`src/rtl/mpbm_pkg.sv`:
```
// types and codes shared by the matcher modules
package mpbm_pkg;

  typedef enum logic [1:0] {
    OP_INSERT = 2'd0,
    OP_LINKS  = 2'd1,
    OP_CLEAR  = 2'd2,
    OP_SEARCH = 2'd3
  } op_t;

  typedef struct packed {
    op_t        command;
    logic [7:0] symbol;
    logic       last;
    logic       mark_rule;
    logic [9:0] node_index;
    logic [9:0] suffix_target;
    logic [9:0] dict_target;
  } mpbm_in_t;

  typedef struct packed {
    logic [10:0] found_count;
    logic        all_found;
    logic        table_full;
    logic [10:0] nodes_used;
  } mpbm_out_t;

  typedef enum logic [3:0] {
    ST_INIT,
    ST_IDLE,
    ST_LINK,
    ST_HCLR,
    ST_INS_RD,
    ST_INS_EV,
    ST_RULE_RD,
    ST_RULE_EV,
    ST_V_RD,
    ST_V_EV,
    ST_V_CHK,
    ST_G_RD,
    ST_G_EV,
    ST_FIN
  } mpbm_state_t;

  typedef struct packed {
    logic load;
    logic init;
    logic link;
    logic hclr;
    logic ins_ev;
    logic rule_rd;
    logic rule_ev;
    logic v_ev;
    logic v_chk;
    logic g_ev;
    logic fin;
  } ctrl_t;

  typedef struct packed {
    logic done;
    logic last;
    logic sweep_all_end;
    logic sweep_node_end;
    logic chain_more;
    logic eq;
    logic final_visit;
    logic term;
    logic out_free;
  } status_t;

endpackage

```
`src/rtl/mpbm_ctrl.sv`:
```
// sequencer for insert, link write, clear and search
module mpbm_ctrl (
  input  logic              clk,
  input  logic              rst_n,
  input  logic              in_valid,
  input  mpbm_pkg::op_t     in_cmd,
  output logic              in_stall,
  input  mpbm_pkg::status_t status,
  output mpbm_pkg::ctrl_t   ctrl
);
  import mpbm_pkg::*;

  mpbm_state_t state_r, state_nxt;

  always_ff @(posedge clk) begin
    if (!rst_n) begin
      state_r <= ST_INIT;
    end else begin
      state_r <= state_nxt;
    end
  end

  always_comb begin
    state_nxt = state_r;
    case (state_r)
      ST_INIT:    if (status.sweep_all_end) state_nxt = ST_IDLE;
      ST_IDLE: begin
        if (in_valid) begin
          case (in_cmd)
            OP_INSERT: state_nxt = ST_INS_RD;
            OP_LINKS:  state_nxt = ST_LINK;
            OP_CLEAR:  state_nxt = ST_HCLR;
            OP_SEARCH: state_nxt = status.done ? ST_FIN : ST_V_RD;
            default:   state_nxt = ST_FIN;
          endcase
        end
      end
      ST_LINK:    state_nxt = ST_FIN;
      ST_HCLR:    if (status.sweep_node_end) state_nxt = ST_FIN;
      ST_INS_RD:  state_nxt = ST_INS_EV;
      ST_INS_EV:  state_nxt = status.last ? ST_RULE_RD : ST_FIN;
      ST_RULE_RD: state_nxt = ST_RULE_EV;
      ST_RULE_EV: state_nxt = ST_FIN;
      ST_V_RD:    state_nxt = ST_V_EV;
      ST_V_EV:    state_nxt = status.chain_more ? ST_V_RD : ST_V_CHK;
      ST_V_CHK:   state_nxt = (status.final_visit || status.eq) ? ST_FIN : ST_G_RD;
      ST_G_RD:    state_nxt = ST_G_EV;
      ST_G_EV: begin
        if (status.term) begin
          state_nxt = status.last ? ST_V_RD : ST_FIN;
        end else begin
          state_nxt = ST_V_RD;
        end
      end
      ST_FIN:     if (status.out_free) state_nxt = ST_IDLE;
      default:    state_nxt = ST_INIT;
    endcase
  end

  always_comb begin
    in_stall     = (state_r != ST_IDLE);
    ctrl         = '0;
    ctrl.load    = (state_r == ST_IDLE) && in_valid;
    ctrl.init    = (state_r == ST_INIT);
    ctrl.link    = (state_r == ST_LINK);
    ctrl.hclr    = (state_r == ST_HCLR);
    ctrl.ins_ev  = (state_r == ST_INS_EV);
    ctrl.rule_rd = (state_r == ST_RULE_RD);
    ctrl.rule_ev = (state_r == ST_RULE_EV);
    ctrl.v_ev    = (state_r == ST_V_EV);
    ctrl.v_chk   = (state_r == ST_V_CHK);
    ctrl.g_ev    = (state_r == ST_G_EV);
    ctrl.fin     = (state_r == ST_FIN) && status.out_free;
  end

endmodule

```
`config.mk`:
```
export PLATFORM = sky130hd
export DESIGN_NAME = mpbm_ctrl
export DESIGN_NICKNAME = d
export VERILOG_FILES = /design/src/rtl/mpbm_pkg.sv /design/src/rtl/mpbm_ctrl.sv
export SDC_FILE = /design/constraint.sdc
export NUM_CORES = 1
export LEC_CHECK = 0
export BUFFER_PORTS_ARGS = -buffer_cell sky130_fd_sc_hd__buf_2
export CORE_AREA = 3 3 40 42
export CTS_CLUSTER_DIAMETER = 50
export DETAILED_ROUTE_END_ITERATION = 6
export DIE_AREA = 0 0 43 45
export PLACE_DENSITY_LB_ADDON = 0.3
export SLEW_MARGIN = 10
export SYNTH_ARGS = -nofsm -noshare
export SYNTH_HDL_FRONTEND = slang
export SYNTH_SLANG_ARGS = --single-unit
```
`constraint.sdc`:
```
create_clock -name clk -period 4.5 [get_ports clk]
set_clock_uncertainty 0.2 [all_clocks]
set_input_delay 0.45 -clock clk [delete_from_list [all_inputs] [get_ports clk]]
set_output_delay 0.45 -clock clk [all_outputs]
set_load 0.05 [all_outputs]
```
==> summary.md, run 1 <==
| Metric | Value |
|---|---|
| Clock Root Buffer | clkbuf_4 |
| I/O Buffers | 25 |
| First-pass GRT wire length | 2500 µm |
| Mapped Area | a little over 600 µm² |
| WP data arrival | approximately 1.7 ns |
| Crit Path Category | reg2out |
| Synth Area in Adders | under 10% |
| Hold Violations, Final | 0 |
| Antenna viol nets, final | 0 |
| Hold Crit Class | in2reg |
| Post-DP HPWL | 1150 µm |
| Final slew viol count | 0 |
| Vias | between 700 and 800 |
| First-pass DRT Iterations | 4 |
| Clock Pin Slew Worst Setup and Hold Paths | roughly 0.040 ns |
| Xor and xnor area share after synthesis | around 1.4% |
| Total Power | 0.000357 W |
| # DRC | 0 |
| Fraction of layout cells with a size suffix above 1 | a little under 30% |
| Clock latency on the worst-skew pair | 0.24 ns |
| CP max FO | 22 |
| Reg with most FFs | state_r |
| Status | complete, no violations |
| Worst EP required | 3.85 ns |
| Boundary pin count | 26 |
| Sink Count | 4 |
| Setup crit start kind | flip-flop |
| Commonest non-fill, non-tap cell in the layout | buf_2 |
| PostCTS Resize Cnt | 0 |
| Total gr overflow | 0 |
| Syn avg cell area | just over 7 µm² |
| Max reg flops | 4 |
| Pwr dens | between 400 and 500 nW/µm² |
| Antenna diodes | 0 |
| Core area | between 1000 and 1500 µm² |
| Max Freq | about 0.43 GHz |
| Worst hold path cell count | 2 |
| Syn Inst Count | 84 |
| Setup TNS | 0 ns |
| Worst slew pin tran | about 0.65 ns |
| Relative slew slack | a little under three fifths |
| Detailed Route WL | ~1600 µm |
| Row Count | 13 |
| Worst r2r path cells | 4 |
| Die X-Extent | 43 µm |
| # hold bufs at CTS | 0 |
| CTS tree | done |
| Final setup viols | 0 |
| Placer Congestion | 0.854 |
| GRT Util Overall | 16.6% |
| Final worst path period need | 2.34 ns |
| Register area share after synthesis | 13.2% |
| Post-Synth Simple-Gate Area | 41.0% |
| Initial antenna violation count | 0 |
| Biggest regs | state_r x4 |
| VDD IR max | ~0.29 mV |
| Clock H-tree levels | 1 |
| Routed wire per std cell | 13.5 µm |
| Inserted Clock Buffers | 3 |
| Commonest non-fill, non-tap cells in the layout | 25 x buf_2, 6 x nor3_1, 6 x nor2_1 |
| Yosys warns | 0 |
| Leak | between 0.3 and 0.4 nW |
| Mux cell area share after synthesis | between 1.5 and 2% |
| Final-stage net count | around 120 |
| Compound-gate portion of the synthesized area | around 28% |
| Period utilization | between 50% and 60% |
| Synth Register Bits | 4 |
| Main synth FF type | dfxtp_1 |
| Routed vias/inst | 5.91 |
| Nature of the critical path endpoint | output pin |
| Die Y-Extent | approximately 45 µm |
| Post-CTS repair timing setup buffer count | 0 |
| Largest net degree at the start of global routing | 23 |
| Die area | about 1900 µm² |
| Cell variety after synth | between 40 and 50 |
| Ys async rst share | 0% |
| Area Overhead vs Synth | 19.6% |
| Max cap viols | 0 |
| Post-synth EDFFs | 0 |
| Initial Util | 47.2% |
| Largest family of logic cells by synthesized area | simple AND/OR/NAND/NOR gates |
| Number of global-route vias before repair | approximately 570 |
| Syn Nets | 100 |
| Initial drt markers | 14 |
| RSZ-0062 raised after global routing | no |
| CTS max path bufs | 2 |
| # fillers | approximately 130 |
-- final timing paths --
check / start / endpoint / slack [ns]
min: rst_n / state_r[2] / 0.27
max reg2reg: state_r[2] / state_r[3] / 2.42
min reg2reg: state_r[0] / state_r[0] / 0.56
max: state_r[2] / ctrl[0] / 2.16
-- where the power goes --
part           internal, W   total, W  leakage (nW)  switching, W
Combinational    0.0000826   0.000216         0.276      0.000133
Clock            0.0000300  0.0000471        0.0138     0.0000171
Sequential       0.0000455  0.0000935        0.0327     0.0000480
-- per-stage QoR --
step | setup WS [ns] | utilization [%] | std cells | instance area [µm²] | hold slack, ns
after global placement | 2.46 | 54.7 | 116 | 703 | 0.509
after CTS | 2.18 | 56.5 | 119 | 726 | 0.259
after floorplan | 1.67 | - | 84 | 607 | 0.368
final | 2.16 | 56.5 | 119 | 726 | 0.266
after detailed placement | 2.45 | 54.7 | 116 | 703 | 0.509
after global routing | 2.04 | 56.5 | 119 | 726 | 0.272
-- area by class of cell --
type                       instances  area (µm²)  share of cell area [%]
tap                               15        18.8                    2.59
timing repair buffer              25         125                    17.2
clock buffer                       3        22.5                    3.10
multi-input combinational         67         460                    63.4
inverter                           5        18.8                    2.59
sequential                         4        80.1                    11.0
-- logic make-up (layout without fill, tap and decap cells) --
kind of cell,after synthesis,count (layout)
adders and majority gates,2,2
AOI/OAI and AO/OA,22,22
and+or+nand+nor,41,41
DFF,4,4
muxes,1,1
buffers and inverters,13,33
xor gates and xnor gates,1,1
-- synthesized netlist by cell type, types with 3 or more instances --
cell type | number | area, µm²
and3_1 | 3 | 18.8
clkbuf_1 | 3 | 11.3
dfxtp_1 | 4 | 80.1
inv_1 | 5 | 18.8
nand2_1 | 4 | 15.0
nand2b_1 | 5 | 31.3
nor2_1 | 6 | 22.5
nor2b_1 | 4 | 25.0
nor3_1 | 6 | 30.0
nor4_1 | 3 | 18.8
o21a_1 | 4 | 30.0
-- critical path, cell delays in order (launching register included) --
cell	delay [ns]
dfxtp_1	0.73
nand2_1	0.22
nor3_1	0.20
buf_2	0.29
-- per-layer routing --
layer	routed length (µm)	track usage, %	vias up
li1	-	-	353
met1	741	22.1	311
met2	703	26.3	35
met3	134	2.39	4
met4	27	7.83	0
met5	0	0	-
Power figures use the tool's default switching activity.
==> run 2, diff against run 1 <==
ABC_AREA = 1   (was not set)
clock period = 2.4 ns   (was 4.5 ns; I/O delays follow)
==> summary.md, run 2 <==
| Metric | Value |
|---|---|
| Status | complete, no violations (unchanged) |
| Setup TNS | 0 ns (unchanged) |
| Worst hold path endpoint | state_r[0] (was state_r[2]) |
| VDD IR max | 0.449 mV (was 0.291 mV) |
| Routed vias/inst | 4.67 (was 5.91) |
| Synth Register Bits | 4 (unchanged) |
| CTS tree | done (unchanged) |
| Most common cell in the netlist | nand2_1 |
| Core area | 1280 µm² (unchanged) |
| Worst r2r src | state_r[0] (was state_r[2]) |
| Leak | 0.478 nW (was 0.323 nW) |
| Fraction of layout cells with a size suffix above 1 | 30.4% (was 28.8%) |
| Max Freq | between 0.5 and 0.6 GHz |
| Post-DP HPWL | 1220 µm (was 1150 µm) |
| Register area share after synthesis | 14.4% (was 13.2%) |
| Period utilization | between 70% and 80% |
| Xor and xnor area share after synthesis | 0% (was 1.44%) |
| Slowest cell on crit path | dfxtp_1 (unchanged) |
| CP max stage delay | 0.44 ns (was 0.73 ns) |
| Main synth FF type | dfxtp_1 (unchanged) |
| Die Y-Extent | 45 µm (unchanged) |
| Total Power | 0.000640 W (was 0.000357 W) |
| Post-CTS repair timing setup buffer count | 0 (unchanged) |
| Largest family of logic cells by synthesized area | simple AND/OR/NAND/NOR gates (unchanged) |
| M3 GR Usage | 2.39% (unchanged) |
| Row Count | 13 (unchanged) |
| Syn avg cell area | 5.19 µm² (was 7.22 µm²) |
| Final setup viols | 0 (unchanged) |
| Post-place setup slack | 0.819 ns (was 2.45 ns) |
| Final-stage net count | 153 (was 122) |
| Final slew viol count | 0 (unchanged) |
| Max cap viols | 0 (unchanged) |
| Mapped Area | 556 µm² (was 607 µm²) |
| Top post-synthesis cells by count | 32 x nand2_1, 20 x inv_1, 18 x nor2_1 (was 6 x nor2_1, 6 x nor3_1, 5 x inv_1, 5 x nand2b_1) |
| Detailed Route WL | 1410 µm (was 1610 µm) |
| Clock Pin Slew Worst Setup and Hold Paths | 0.04 ns (about the same) |
| # fillers | 141 (was 127) |
| Nature of the critical path endpoint | output pin (unchanged) |
| Synth area leaders | nand2_1 22%, dfxtp_1 14%, inv_1 14% (was dfxtp_1 13%, nand2b_1 5.2%, nor3_1 4.9%) |
| GRT Util Overall | 15.2% (was 16.6%) |
| CP max FO | 6 (was 22) |
| Clock Root Buffer | clkbuf_4 (unchanged) |
| Inserted Clock Buffers | 3 (unchanged) |
| Area Overhead vs Synth | 30.0% (was 19.6%) |
| HP Start | rst_n (unchanged) |
| Yosys top cell area share | 21.6% (was 13.2%) |
| Crit Path Category | reg2out (unchanged) |
| Antenna diodes | 0 (unchanged) |
| Dpl cells | 147 (was 116) |
| Met1 Resource Use GR | 18.3% (was 22.1%) |
| CTS max path bufs | 2 (unchanged) |
| Area occupied by multi-input gates | 389 µm² (was 460 µm²) |
| Synth Area in Adders | 4.50% (was 4.12%) |
| Initial drt markers | 16 (was 14) |
| Hold Crit Class | in2reg (unchanged) |
| First-pass DRT Iterations | 4 (unchanged) |
| Boundary pin count | 26 (unchanged) |
| Mux cell area share after synthesis | 0% (was 1.65%) |
| Max reg flops | 4 (unchanged) |
| Clock H-tree levels | 1 (unchanged) |
| Number of global-route vias before repair | 581 (was 568) |
| Reg with most FFs | state_r (unchanged) |
| PostCTS Resize Cnt | 0 (unchanged) |
| Largest net degree at the start of global routing | 7 (was 23) |
| Post-synth EDFFs | 0 (unchanged) |
| CP delay by family, top | flip-flops (unchanged) |
| WP buf/inv | 3 (was 1) |
| Relative slew slack | 78.0% (was 56.4%) |
| Final setup margin | 0.568 ns (was 2.16 ns) |
| Initial Util | 43.2% (was 47.2%) |
| Antenna viol nets, final | 0 (unchanged) |
| Post-Synth Simple-Gate Area | 57.0% (was 41.0%) |
| Clock latency on the worst-skew pair | 0.24 ns (about the same) |
| Sink Count | 4 (unchanged) |
| Commonest non-fill, non-tap cells in the layout | 32 x nand2_1, 25 x buf_2, 20 x inv_1 (was 25 x buf_2, 6 x nor3_1, 6 x nor2_1) |
| Global route hottest layer | met2 (unchanged) |
| WP data arrival | 1.39 ns (was 1.69 ns) |
| Worst EP required | 1.96 ns (was 3.85 ns) |
| Worst hold path cell count | 3 (was 2) |
| Setup crit start kind | flip-flop (unchanged) |
| Commonest non-fill, non-tap cell in the layout | nand2_1 (was buf_2) |
| FF/Latch Area | 80.1 µm² (unchanged) |
| Worst r2r path cells | 7 (was 4) |
| Die X-Extent | 43 µm (unchanged) |
| Final non-filler cell total | 150 (was 119) |
| I/O Buffers | 25 (unchanged) |
| Total gr overflow | 0 (unchanged) |
| Hold Violations, Final | 0 (unchanged) |
| Vias | 701 (was 703) |
| Ys async rst share | 0% (unchanged) |
| Compound-gate portion of the synthesized area | 8.56% (was 27.6%) |
| Syn Nets | 123 (was 100) |
| FF-to-FF setup slack | 0.89 ns (was 2.42 ns) |
| Cell variety after synth | 20 (was 41) |
| First-pass GRT wire length | 2240 µm (was 2500 µm) |
| Worst path cell trace | inv_2, nor2_1, nand2_1, clkinv_1, buf_2 (was nand2_1, nor3_1, buf_2) |
| Synth area leader | nand2_1 (was dfxtp_1) |
| Biggest regs | state_r x4 (unchanged) |
| Yosys warns | 0 (unchanged) |
| M2 GR Usage | 26.6% (was 26.3%) |
| Die area | 1940 µm² (unchanged) |
| Pwr dens | 886 nW/µm² (was 491 nW/µm²) |
| # DRC | 0 (unchanged) |
| RSZ-0062 raised after global routing | no (unchanged) |
| Syn Inst Count | 107 (was 84) |
| # hold bufs at CTS | 0 (unchanged) |
| Placer Congestion | 0.862 (was 0.854) |
| Initial antenna violation count | 0 (unchanged) |
| Final worst path period need | ~1.8 ns |
| Reg-to-Reg End | state_r[3] (unchanged) |
| Routed wire per std cell | 9.37 µm (was 13.5 µm) |
| Worst slew pin tran | 0.329 ns (was 0.653 ns) |
==> run 2: cell type report <==
type	instances	area share, %
sequential	4	11.1
inverter	23	12.0
clock buffer	3	3.12
multi-input combinational	80	53.9
tap	15	2.60
timing repair buffer	25	17.3
==> run 2: logic make-up after synthesis <==
kind of cell    Yosys count
simple gates             70
buf+inv                  23
compound gates            8
flops                     4
fa+ha+maj                 2
==> run 2: worst min-delay path, stage by stage <==
cell     delay, ns
buf_2         0.07
inv_1         0.06
a21oi_2       0.09
==> run 2: worst max path at each step <==
stage / from / to / slack [ns] / cells past startpoint
after floorplan: state_r[1] / ctrl[3] / 0.39 / 3
after global placement: state_r[2] / ctrl[5] / 0.86 / 5
after detailed placement: state_r[2] / ctrl[5] / 0.82 / 5
after CTS: state_r[2] / ctrl[5] / 0.57 / 5
after global routing: state_r[2] / ctrl[5] / 0.42 / 5
final: state_r[2] / ctrl[5] / 0.57 / 5
==> run 2: routing by layer <==
metal  vias up  share of wire [%]
met5         -                  0
met1       304                 45
li1        380                  -
met4         0                1.1
met2        15                 49
met3         2                4.7
==> run 2: through the flow <==
| step | hold slack (ns) | cell area, µm² | utilization, % |
|---|---|---|---|
| after floorplan | 0.210 | 556 | - |
| after global placement | 0.316 | 699 | 54.4 |
| after detailed placement | 0.318 | 699 | 54.4 |
| after CTS | 0.0707 | 722 | 56.2 |
| after global routing | 0.0942 | 722 | 56.2 |
| final | 0.0713 | 722 | 56.2 |
==> run 2: where the power goes <==
| part | leakage, nW | switching (W) | internal (W) |
|---|---|---|---|
| sequential | 0.0327 | 0.0000284 | 0.0000849 |
| clock | 0.0138 | 0.0000272 | 0.0000559 |
| combinational | 0.431 | 0.000323 | 0.000121 |
